<file path="config.mk">
export PLATFORM = sky130hd
export DESIGN_NAME = rbst_slab_merge
export DESIGN_NICKNAME = d
export VERILOG_FILES = /design/src/sv/rbst_pkg.sv /design/src/sv/rbst_slab_merge.sv
export SDC_FILE = /design/constraint.sdc
export NUM_CORES = 1
export LEC_CHECK = 0
export BUFFER_PORTS_ARGS = -buffer_cell sky130_fd_sc_hd__buf_2
export CORE_ASPECT_RATIO = 1.4
export CORE_MARGIN = 2
export CORE_UTILIZATION = 37
export CTS_CLUSTER_DIAMETER = 40
export DETAILED_ROUTE_END_ITERATION = 10
export GPL_TIMING_DRIVEN = 1
export MAX_ROUTING_LAYER = met4
export PLACE_DENSITY = 0.57
export SYNTH_ARGS = -nofsm -noshare
export SYNTH_HDL_FRONTEND = slang
export SYNTH_SLANG_ARGS = --single-unit
export TNS_END_PERCENT = 50
</file>
<file path="constraint.sdc">
create_clock -name clk -period 5.85 [get_ports clk]
set_clock_uncertainty 0.05 [all_clocks]
set_input_delay 1.17 -clock clk [delete_from_list [all_inputs] [get_ports clk]]
set_output_delay 1.17 -clock clk [all_outputs]
set_load 0.01 [all_outputs]
</file>
<file path="src/sv/rbst_pkg.sv">
// ----------------------------------------------------------------------------
// rbst_pkg
// Shared constants for the ray box slab test unit.
// ----------------------------------------------------------------------------
package rbst_pkg;

  // Default coordinate format, signed Q16.16.
  localparam int COORD_WIDTH_DEF = 32;
  localparam int FRAC_BITS_DEF   = 16;

  // Configuration register index width.
  localparam int CFG_IDX_W = 3;

  // Configuration register indexes.
  typedef enum logic [CFG_IDX_W-1:0] {
    REG_BOX_LOW_X  = 3'd0,
    REG_BOX_LOW_Y  = 3'd1,
    REG_BOX_LOW_Z  = 3'd2,
    REG_BOX_HIGH_X = 3'd3,
    REG_BOX_HIGH_Y = 3'd4,
    REG_BOX_HIGH_Z = 3'd5
  } cfg_reg_t;

endpackage

</file>
<file path="src/sv/rbst_slab_merge.sv">
// ----------------------------------------------------------------------------
// rbst_slab_merge
// Orders entry and exit distances per axis and narrows the ray interval.
// ----------------------------------------------------------------------------
module rbst_slab_merge #(
  parameter int COORD_WIDTH = rbst_pkg::COORD_WIDTH_DEF
) (
  input  logic                          clk,
  input  logic                          en,
  input  logic signed [COORD_WIDTH-1:0] t_lo_i [3],
  input  logic signed [COORD_WIDTH-1:0] t_hi_i [3],
  input  logic        [2:0]             dzero_i,
  input  logic        [2:0]             dneg_i,
  input  logic                          slab_ok_i,
  input  logic signed [COORD_WIDTH-1:0] near_i,
  input  logic signed [COORD_WIDTH-1:0] far_i,
  output logic                          hit_o
);

  localparam int W = COORD_WIDTH;

  logic signed [W-1:0] ent [3];
  logic signed [W-1:0] ext [3];

  // Swap for negative directions; a zero direction leaves the interval alone.
  always_comb begin
    for (int k = 0; k < 3; k++) begin
      ent[k] = dzero_i[k] ? near_i : (dneg_i[k] ? t_hi_i[k] : t_lo_i[k]);
      ext[k] = dzero_i[k] ? far_i  : (dneg_i[k] ? t_lo_i[k] : t_hi_i[k]);
    end
  end

  // First level of the max and min trees.
  logic signed [W-1:0] mx_a_r, mx_b_r, mn_a_r, mn_b_r;
  logic                ok_b_r;

  always_ff @(posedge clk) begin
    if (en) begin
      mx_a_r <= (ent[0] > near_i) ? ent[0] : near_i;
      mx_b_r <= (ent[1] > ent[2]) ? ent[1] : ent[2];
      mn_a_r <= (ext[0] < far_i)  ? ext[0] : far_i;
      mn_b_r <= (ext[1] < ext[2]) ? ext[1] : ext[2];
      ok_b_r <= slab_ok_i;
    end
  end

  // Second level gives the narrowed interval.
  logic signed [W-1:0] tmin_r, tmax_r;
  logic                ok_c_r;

  always_ff @(posedge clk) begin
    if (en) begin
      tmin_r <= (mx_a_r > mx_b_r) ? mx_a_r : mx_b_r;
      tmax_r <= (mn_a_r < mn_b_r) ? mn_a_r : mn_b_r;
      ok_c_r <= ok_b_r;
    end
  end

  // The ray hits when the interval is not empty and every slab test passed.
  logic hit_r;

  always_ff @(posedge clk) begin
    if (en) begin
      hit_r <= ok_c_r && !(tmax_r < tmin_r);
    end
  end

  assign hit_o = hit_r;

endmodule

</file>
==> results of run 1 <==
layout by cell type, fill, tap and decap left out, types with 18 or more instances in the layout:
| cell | synthesis | routed |
|---|---|---|
| sky130_fd_sc_hd__or3_1 | 32 | 32 |
| sky130_fd_sc_hd__buf_2 | 24 | 258 |
| sky130_fd_sc_hd__o21ai_1 | 27 | 27 |
| sky130_fd_sc_hd__a221o_1 | 31 | 31 |
| sky130_fd_sc_hd__o21a_1 | 37 | 37 |
| sky130_fd_sc_hd__mux2i_1 | 226 | 226 |
| sky130_fd_sc_hd__ha_1 | 220 | 219 |
| sky130_fd_sc_hd__buf_4 | 1 | 35 |
| sky130_fd_sc_hd__o21ai_0 | 137 | 137 |
| sky130_fd_sc_hd__mux2_1 | 61 | 61 |
| sky130_fd_sc_hd__a21oi_1 | 127 | 124 |
| sky130_fd_sc_hd__nor2_1 | 97 | 97 |
| sky130_fd_sc_hd__nand2_1 | 194 | 193 |
| sky130_fd_sc_hd__a22o_1 | 30 | 30 |
| sky130_fd_sc_hd__a32oi_1 | 30 | 30 |
| sky130_fd_sc_hd__and3_1 | 31 | 31 |
| sky130_fd_sc_hd__o211ai_1 | 38 | 38 |
| sky130_fd_sc_hd__a21o_1 | 25 | 25 |
| sky130_fd_sc_hd__edfxtp_1 | 195 | 195 |
| sky130_fd_sc_hd__nand3_1 | 19 | 18 |
| sky130_fd_sc_hd__nand2b_1 | 34 | 34 |
| sky130_fd_sc_hd__inv_1 | 200 | 200 |
| sky130_fd_sc_hd__nand4_1 | 69 | 69 |
| sky130_fd_sc_hd__o311a_1 | 30 | 30 |
power by group:
group | switching [mW] | internal [mW] | total [mW]
clock network | 0.614 | 0.610 | 1.22
registers | 0.190 | 1.94 | 2.13
logic | 1.45 | 1.04 | 2.49
total | 2.25 | 3.59 | 5.84
stage by stage:
step / cell area, um2 / utilization, % / cells / setup WS (ns)
after floorplan: 19300 / - / 2137 / 1.191
after global placement: 21300 / 41.04 / 2956 / 0.7063
after detailed placement: 21300 / 41.04 / 2956 / 0.6642
after CTS: 21890 / 42.18 / 2988 / 1.146
after global routing: 21910 / 42.21 / 2994 / 0.8594
final: 21910 / 42.21 / 2995 / 1.097
sequential cells by signal, indices dropped and copies added, names as in the netlist:
register	cells
ok_c_r	1
hit_o	1
mx_a_r	32
ok_b_r	1
tmin_r	32
tmax_r	32
mn_a_r	32
mx_b_r	32
mn_b_r	32
per-layer routing:
| layer | vias to the layer above | track usage, % | wire length, um |
|---|---|---|---|
| met3 | 75 | 1.857 | 3082 |
| met4 | 0 | 7.677 | 1863 |
| met5 | - | - | 0 |
| li1 | 8388 | - | - |
| met1 | 8472 | 32.41 | 29820 |
| met2 | 556 | 45.03 | 35150 |
cell type report:
class | instances | area share [%]
diodes | 7 | 0.07995
clock buffers | 17 | 1.942
clock inverters | 15 | 0.7653
inverters | 201 | 3.444
multi-input cells | 1603 | 55.50
flip-flops and latches | 195 | 26.73
well taps | 656 | 3.746
repair buffers | 301 | 7.796
logic make-up (layout without fill, tap and decap cells):
logic type,Yosys count,in the layout,synth area share [%]
compound gates,568,568,19.87
fa+ha+maj,220,220,14.26
buf+inv,339,534,6.922
flops,195,195,30.33
mux,292,292,15.57
other cells,0,7,0
simple gates,523,523,13.05
final timing paths:
kind | from | end | slack (ns)
setup reg to reg | mx_b_r[11] | tmin_r[5] | 2.32
hold reg to reg | ok_b_r | ok_c_r | 0.38
setup / recovery | dzero_i[0] | mx_a_r[22] | 1.10
hold / removal | ok_b_r | ok_c_r | 0.38
==> results.txt, run 1 <==
The ratio of total power to cell area came out at 266.5 nW/um2. The initial antenna violation count was 6. The worst-case hold slack is 0.3849 ns. Together, buffers and inverters on the worst path number 3. Once the floorplan was initialized, standard cells occupied between 30% and 40% of the core.

Among cell families on the critical path, the largest total delay comes from compound AO/OA/AOI/OAI gates. The proportion of synthesized flip-flops having asynchronous set or reset is 0%. The footprint of the flip-flops and latches came out at 5856 um2. The area added between synthesis and finish is 13.49%. The worst hold path cell count is 0. The analysis attributes to cell leakage a power of 10.09 nW. The buffers inserted during post-CTS setup optimization came out at 0. The path type of the worst setup path is input pin to register. Counting cells, the worst reg-to-reg path comes to 10.

The number of nets in the final layout is 2,804. The total number of H-tree levels is 4. The number of slew-limit violations in the final report was 0. The signal on the critical path passes through buf_4, buf_4, o21ai_0, ha_1, a21o_1, a21o_1, a21oi_1, nor4_1, a211oi_1, a21oi_4, buf_4, mux2_1. The iteration count of the initial detailed-routing pass is 5. The remaining routing DRC violations came out at 0. The die height is ~270 um. The Yosys warning count is 0. The count of hold-fix buffers inserted at cts came out at 0.

The buffer depth of the longest clock path came out at 2. The TritonCTS sink count came out at 195. The net count after synthesis is 2,622. The flow ran to the end, and the final reports show no timing, DRC or antenna violations.

The post-route setup TNS came out at 0 ns. Among all flip-flop cells after synthesis, the most frequent one is sky130_fd_sc_hd__edfxtp_1. The violation count after the first detailed-routing iteration came out at 1,265. The sequential cell area fraction in the yosys report came out at between 30% and 40%. In the final layout, the multi-input gates occupy 12,160 um2. Along the worst path, the maximum fanout reaches 86. The share of final-layout standard cells stronger than drive strength 1 is 15.14%. The class of the most critical hold timing path is register to register. The slew at the pin closest to its max-slew limit came out at 1.200 ns. The number of synthesized flops with an enable pin is 195.

The final clock period utilization by the worst path is 81.26%. The average via count per standard cell is roughly 5.8. The total of buffers placed on input and output ports is 265. The routed length per instance came out at 23.34 um. The number of synthesized register bits is 195. The pin count of the biggest net entering global routing is 109. The setup-violating endpoint count in the final report came out at 0. The critical path data arrival time came out at 4.90 ns.

The minimum clock period came out at 4.753 ns. The routability congestion estimate is 0.9790. The total global routing track utilization came out at 25.97%. The CTS tree is yes. The clock latency at the later pin of the worst-skew pair is 0.47 ns. The total via count after detailed routing is 17,490. Ranked by total cell area, the synthesized netlist is headed by sky130_fd_sc_hd__edfxtp_1 30%, sky130_fd_sc_hd__ha_1 14%, sky130_fd_sc_hd__mux2i_1 12%. The HPWL after detailed placement is 57,000 um. The clock slew seen by the registers of the worst setup and hold paths is roughly 0.080 ns.

The chip width is 197.0 um. The post-synthesis instance area came out at 19,300 um2. In this design, the critical path's most frequently occurring cell is sky130_fd_sc_hd__buf_4. For this block, the routed nets add up to 69,910 um of wire. The number of inserted filler cells in the final layout came out at 5,062. sky130_fd_sc_hd__edfxtp_1 takes more of the synthesized area than any other cell. After synthesis, the most frequently instantiated cells are 226 x sky130_fd_sc_hd__mux2i_1, 220 x sky130_fd_sc_hd__ha_1, 200 x sky130_fd_sc_hd__inv_1. The die area is between 50,000 and 60,000 um2. The via count of the first global-routing pass is 16,910.

The standard cell with the maximum stage delay on the critical path is sky130_fd_sc_hd__a211oi_1. Among all cell types in the netlist, the one instantiated most often is sky130_fd_sc_hd__mux2i_1. The critical path's largest stage delay is roughly 0.60 ns.

The final-report hold violation count was 0. The cell count along the critical path is 12. The max-cap violation count came out at 0.

Measured against its own limit, the worst slew margin works out to 20.01%. The number of rows created at floorplan came out at 99. For this design the top-level I/O count stands at around 270. The cell chosen for the clock root is sky130_fd_sc_hd__clkbuf_16. In this run, post-CTS repair resized a total of 0 instances. Once detail routing completed, the nets flagged for antenna violations numbered 0. The area of the core is between 50,000 and 60,000 um2.

After synthesis, the largest area contributor takes up 30.33% of total cell area. The highest attainable clock frequency is around 210 MHz. The number of clock buffers inserted by TritonCTS is 17. The nature of the critical path endpoint is a register. The worst-case vdd ir drop came out at roughly 0.24 mV. STA classifies the critical path startpoint as an input pin. The endpoint required time on the critical path is 6.00 ns. The number of distinct library cells after synthesis is 63. The cell count after synthesis came out at 2,137.

The sum of internal, switching and leakage power is ~5.8 mW. For this run the aggregate overflow at the end of global routing stands at 0. The average footprint of a synthesized cell is 9.033 um2. The wire length of the first global-routing pass is around 100,000 um. Setup repair after global routing left no endpoint under its margin.
(Power assumes the default switching activity.)
==> inputs of run 2 (changes only) <==
--- a/config.mk
+++ b/config.mk
@@ -5,6 +5,7 @@
 export SDC_FILE = /design/constraint.sdc
 export NUM_CORES = 1
 export LEC_CHECK = 0
+export ABC_AREA = 1
 export BUFFER_PORTS_ARGS = -buffer_cell sky130_fd_sc_hd__buf_2
 export CORE_ASPECT_RATIO = 1.4
 export CORE_MARGIN = 2
@@ -13,7 +14,7 @@
 export DETAILED_ROUTE_END_ITERATION = 10
 export GPL_TIMING_DRIVEN = 1
 export MAX_ROUTING_LAYER = met4
-export PLACE_DENSITY = 0.57
+export PLACE_DENSITY = 0.6
 export SYNTH_ARGS = -nofsm -noshare
 export SYNTH_HDL_FRONTEND = slang
 export SYNTH_SLANG_ARGS = --single-unit
==> constraint.sdc (replaced) <==
create_clock -name clk -period 4.31 [get_ports clk]
set_clock_uncertainty 0.05 [all_clocks]
set_input_delay 0.862 -clock clk [delete_from_list [all_inputs] [get_ports clk]]
set_output_delay 0.862 -clock clk [all_outputs]
set_load 0.01 [all_outputs]
==> results.txt, run 2 <==
The number of rows created at floorplan came out at 96 (was 99). The most common library cell in the layout ignoring fill and taps is sky130_fd_sc_hd__nand2_1 (was sky130_fd_sc_hd__buf_2). The number of synthesized flops with an enable pin is 195 (unchanged). The max-cap violation count is 0 (unchanged). The area taken by multi-input logic gates is 10,460 um2 (was 12,160 um2).

The total of buffers placed on input and output ports is 265 (unchanged). The global route total overflow is 0 (unchanged). The total leakage power came to 10.36 nW (was 10.09 nW).

The cell chosen for the clock root is sky130_fd_sc_hd__clkbuf_16 (unchanged). The path type of the worst setup path is input pin to register (unchanged). The post-route setup TNS is 0 ns (unchanged). The post-synthesis instance area is 18,350 um2 (was 19,300 um2). The critical path data arrival time was 4.16 ns (was 4.90 ns). The sum of internal, switching and leakage power is 8.124 mW (was 5.839 mW).

The share of final-layout standard cells stronger than drive strength 1 was 16.87% (was 15.14%). The switching portion of total power is 41.53% (was 38.58%). RSZ-0062 raised after global routing: no (unchanged).

The worst path buffer plus inverter count came out at 6 (was 3). The critical path's largest stage delay came to 0.35 ns (was 0.60 ns). The iteration count of the initial detailed-routing pass is 6 (was 5). The post-route antenna net violation count is 0 (unchanged). The endpoint required time on the critical path came to 4.59 ns (was 6.00 ns). The average footprint of a synthesized cell came out at 7.514 um2 (was 9.033 um2). The post-detailed-routing wire length is 64,880 um (was 69,910 um). The routed length per instance is 19.73 um (was 23.34 um). The pin count of the biggest net entering global routing was 94 (was 109). The routability congestion estimate came to 1.002 (was 0.9790). The die area came out at 51,410 um2 (was 54,040 um2).

The number of clock buffers inserted by TritonCTS came out at 17 (unchanged). The clock latency at the later pin of the worst-skew pair came out at 0.46 ns (was 0.47 ns). The number of nets in the final layout is 3,123 (was 2,804). The chip width came out at 192.2 um (was 197.0 um). The setup-violating endpoint count in the final report is 0 (unchanged). The TritonCTS sink count is 195 (unchanged). The area of the core came to 49,010 um2 (was 51,900 um2). The gate count after technology mapping is 2,442 (was 2,137). The buffer depth of the longest clock path came out at 2 (unchanged). The sequential share of power is 36.3% (was 36.4%). The biggest area consumer among synthesized cells is sky130_fd_sc_hd__edfxtp_1 (unchanged). The number of instances resized during post-cts repair is 0 (unchanged). Commonest cells after routing, fill and taps aside: 522 x sky130_fd_sc_hd__nand2_1, 350 x sky130_fd_sc_hd__inv_1, 294 x sky130_fd_sc_hd__a21oi_1, 262 x sky130_fd_sc_hd__buf_2, 220 x sky130_fd_sc_hd__ha_1 (was 258 x sky130_fd_sc_hd__buf_2, 226 x sky130_fd_sc_hd__mux2i_1, 219 x sky130_fd_sc_hd__ha_1, 200 x sky130_fd_sc_hd__inv_1, 195 x sky130_fd_sc_hd__edfxtp_1). The buffers inserted during post-CTS setup optimization was 0 (unchanged). The total number of H-tree levels came out at 4 (unchanged). The category of cells accounting for the largest share of critical-path delay is simple AND/OR/NAND/NOR gates (was compound AO/OA/AOI/OAI gates).

The cell type with the highest occurrence count on the critical path is sky130_fd_sc_hd__nand2_1 (was sky130_fd_sc_hd__buf_4). The slew at the pin closest to its max-slew limit came out at 0.7068 ns (was 1.200 ns). The die height is 267.5 um (was 274.3 um). The total global routing track utilization is 26.02% (was 25.97%). The internal power component came out at 4.750 mW (was 3.587 mW). The number of synthesized register bits is 195 (unchanged). The initial antenna violation count is 1 (was 6). The nature of the critical path endpoint is a register (unchanged). The final-report hold violation count is 0 (unchanged). The sequential cell area fraction in the yosys report came to 31.91% (was 30.33%). The fraction of power consumed by the clock network is 19.9% (was 21.0%).

The I/O pin count came to 266 (unchanged). The area share of the largest cell type after synthesis came out at 31.91% (was 30.33%). The total via count after detailed routing came to 17,800 (was 17,490). The proportion of synthesized flip-flops having asynchronous set or reset was 0% (unchanged). The via count of the first global-routing pass is 17,170 (was 16,910). The initial cell density of the core is 37.44% (was 37.19%). The number of slew-limit violations in the final report was 0 (unchanged). Static timing analysis puts the maximum clock frequency at 258.1 MHz.

The remaining routing DRC violations was 0 (unchanged). The average via count per standard cell came to 5.415 (was 5.840). The fraction of power consumed by combinational cells is 43.8% (was 42.6%). The switching power total came out at 3.374 mW (was 2.253 mW). Synth area leaders: sky130_fd_sc_hd__edfxtp_1 32%, sky130_fd_sc_hd__ha_1 15%, sky130_fd_sc_hd__nand2_1 11% (was sky130_fd_sc_hd__edfxtp_1 30%, sky130_fd_sc_hd__ha_1 14%, sky130_fd_sc_hd__mux2i_1 12%). The peak fanout along the critical path came out at 32 (was 86). The startpoint class of the critical path is an input pin (unchanged). The primary flip-flop cell chosen by synthesis mapping is sky130_fd_sc_hd__edfxtp_1 (unchanged).

The standard cell with the maximum stage delay on the critical path is sky130_fd_sc_hd__nor2_1 (was sky130_fd_sc_hd__a211oi_1). The net count after synthesis is 2,927 (was 2,622). The number of distinct library cells after synthesis was 38 (was 63). Synth cell count leaders: 522 x sky130_fd_sc_hd__nand2_1, 350 x sky130_fd_sc_hd__inv_1, 294 x sky130_fd_sc_hd__a21oi_1 (was 226 x sky130_fd_sc_hd__mux2i_1, 220 x sky130_fd_sc_hd__ha_1, 200 x sky130_fd_sc_hd__inv_1).

The most frequent cell after synthesis is sky130_fd_sc_hd__nand2_1 (was sky130_fd_sc_hd__mux2i_1). The final clock period utilization by the worst path is between 80% and 90%. The Yosys warning count is 0 (unchanged).

The CTS tree is yes (unchanged). The ratio of total power to cell area came out at 387.8 nW/um2 (was 266.5 nW/um2). The worst relative slew slack came out at 52.52% (was 20.01%). Outcome: complete, no violations (unchanged).

The worst-case vdd ir drop came to 0.2965 mV (was 0.2358 mV). The minimum clock period came out at 3.874 ns. The wire length of the first global-routing pass was 98,010 um (was 102,400 um).

The clock slew seen by the registers of the worst setup and hold paths came out at 0.08 ns (about the same). The class of the most critical hold timing path is register to register (unchanged). The area added between synthesis and finish is 14.16% (was 13.49%).

The count of hold-fix buffers inserted at cts came out at 0 (unchanged). The HPWL after detailed placement is 54,210 um (was 57,000 um). The worst-case hold slack came out at 0.3794 ns (was 0.3849 ns). The footprint of the flip-flops and latches came out at 5856 um2 (unchanged). The violation count after the first detailed-routing iteration came to 1,413 (was 1,265).

The number of inserted filler cells in the final layout is 5,052 (was 5,062). Cell-by-cell trace of the critical path: buf_2, buf_4, buf_4, or2_2, o211ai_1, o21ai_0, inv_1, ha_1, nand2_1, inv_1, nand3_1, nor2_1, o21ai_0, nand2_1, nand2_1, nand2_1, nand2_2, nand3_2, buf_4, nand2_1, nand2_1 (was buf_4, buf_4, o21ai_0, ha_1, a21o_1, a21o_1, a21oi_1, nor4_1, a211oi_1, a21oi_4, buf_4, mux2_1).
[run 2: cell types whose count changed after synthesis, sizes merged, moves of 63 or more]
cell	before	now
nand2	194	532
mux2i	226	0
a21oi	128	294
inv	200	358
nand3	19	163
nor2	97	23
mux2	66	0
or2	1	64
[run 2: worst register-to-register path, delay by kind of cell, from the launching register on]
family                     cells  cell delay, ns
AOI/OAI and AO/OA              2            0.49
adders and majority gates      1            0.43
buffers and inverters          1            0.47
DFF                            1            0.45
and+or+nand+nor                6            1.01
[run 2: kinds of logic after synthesis]
logic type / Yosys count / synth area share (%)
adders and majority gates: 220 / 15.00
DFF: 195 / 31.91
buffers and inverters: 499 / 11.09
and+or+nand+nor: 885 / 22.12
AOI/OAI and AO/OA: 643 / 19.88
[run 2: power groups by stage]
stage / clock network [mW] / logic [mW] / registers (mW)
3_5_place_dp: 0 / 3.51 / 3.00
4_1_cts: 1.64 / 3.53 / 2.95
6_report: 1.62 / 3.55 / 2.95
5_1_grt: 1.72 / 4.04 / 3.00
3_3_place_gp: 0 / 3.39 / 2.99
2_1_floorplan: 0 / 2.42 / 2.91
[run 2: final timing paths]
check / startpoint / slack (ns) / cells after the start / to
min: ok_b_r / 0.38 / 0 / ok_c_r
max reg2reg: mx_a_r[31] / 1.05 / 10 / tmin_r[13]
min reg2reg: ok_b_r / 0.38 / 0 / ok_c_r
max: dneg_i[2] / 0.44 / 21 / mx_b_r[3]
[run 2: metrics by stage]
stage                     worst slack (ns)  cells  cell area (um2)  util, %
after detailed placement           0.02286   3256            20360    41.54
after CTS                           0.4976   3287            20950    42.74
after floorplan                     0.7521   2442            18350        -
after global routing                0.2937   3288            20950    42.74
final                               0.4362   3288            20950    42.74
after global placement              0.1027   3256            20360    41.54
[run 2: final cells by class]
type                    instances  area share, %
multi-input cells            1748          49.93
flip-flops and latches        195          27.95
repair buffers                318          9.061
inverters                     358          6.433
well taps                     637          3.805
clock buffers                  17          2.031
clock inverters                14         0.7765
diodes                          1        0.01195
[run 2: routing by layer]
metal / wire (um) / global-route usage (%) / up-vias
met5: 0 / - / -
met2: 30920 / 42.62 / 586
li1: - / - / 8849
met4: 1863 / 8.294 / 0
met3: 3340 / 2.084 / 70
met1: 28760 / 34.09 / 8298
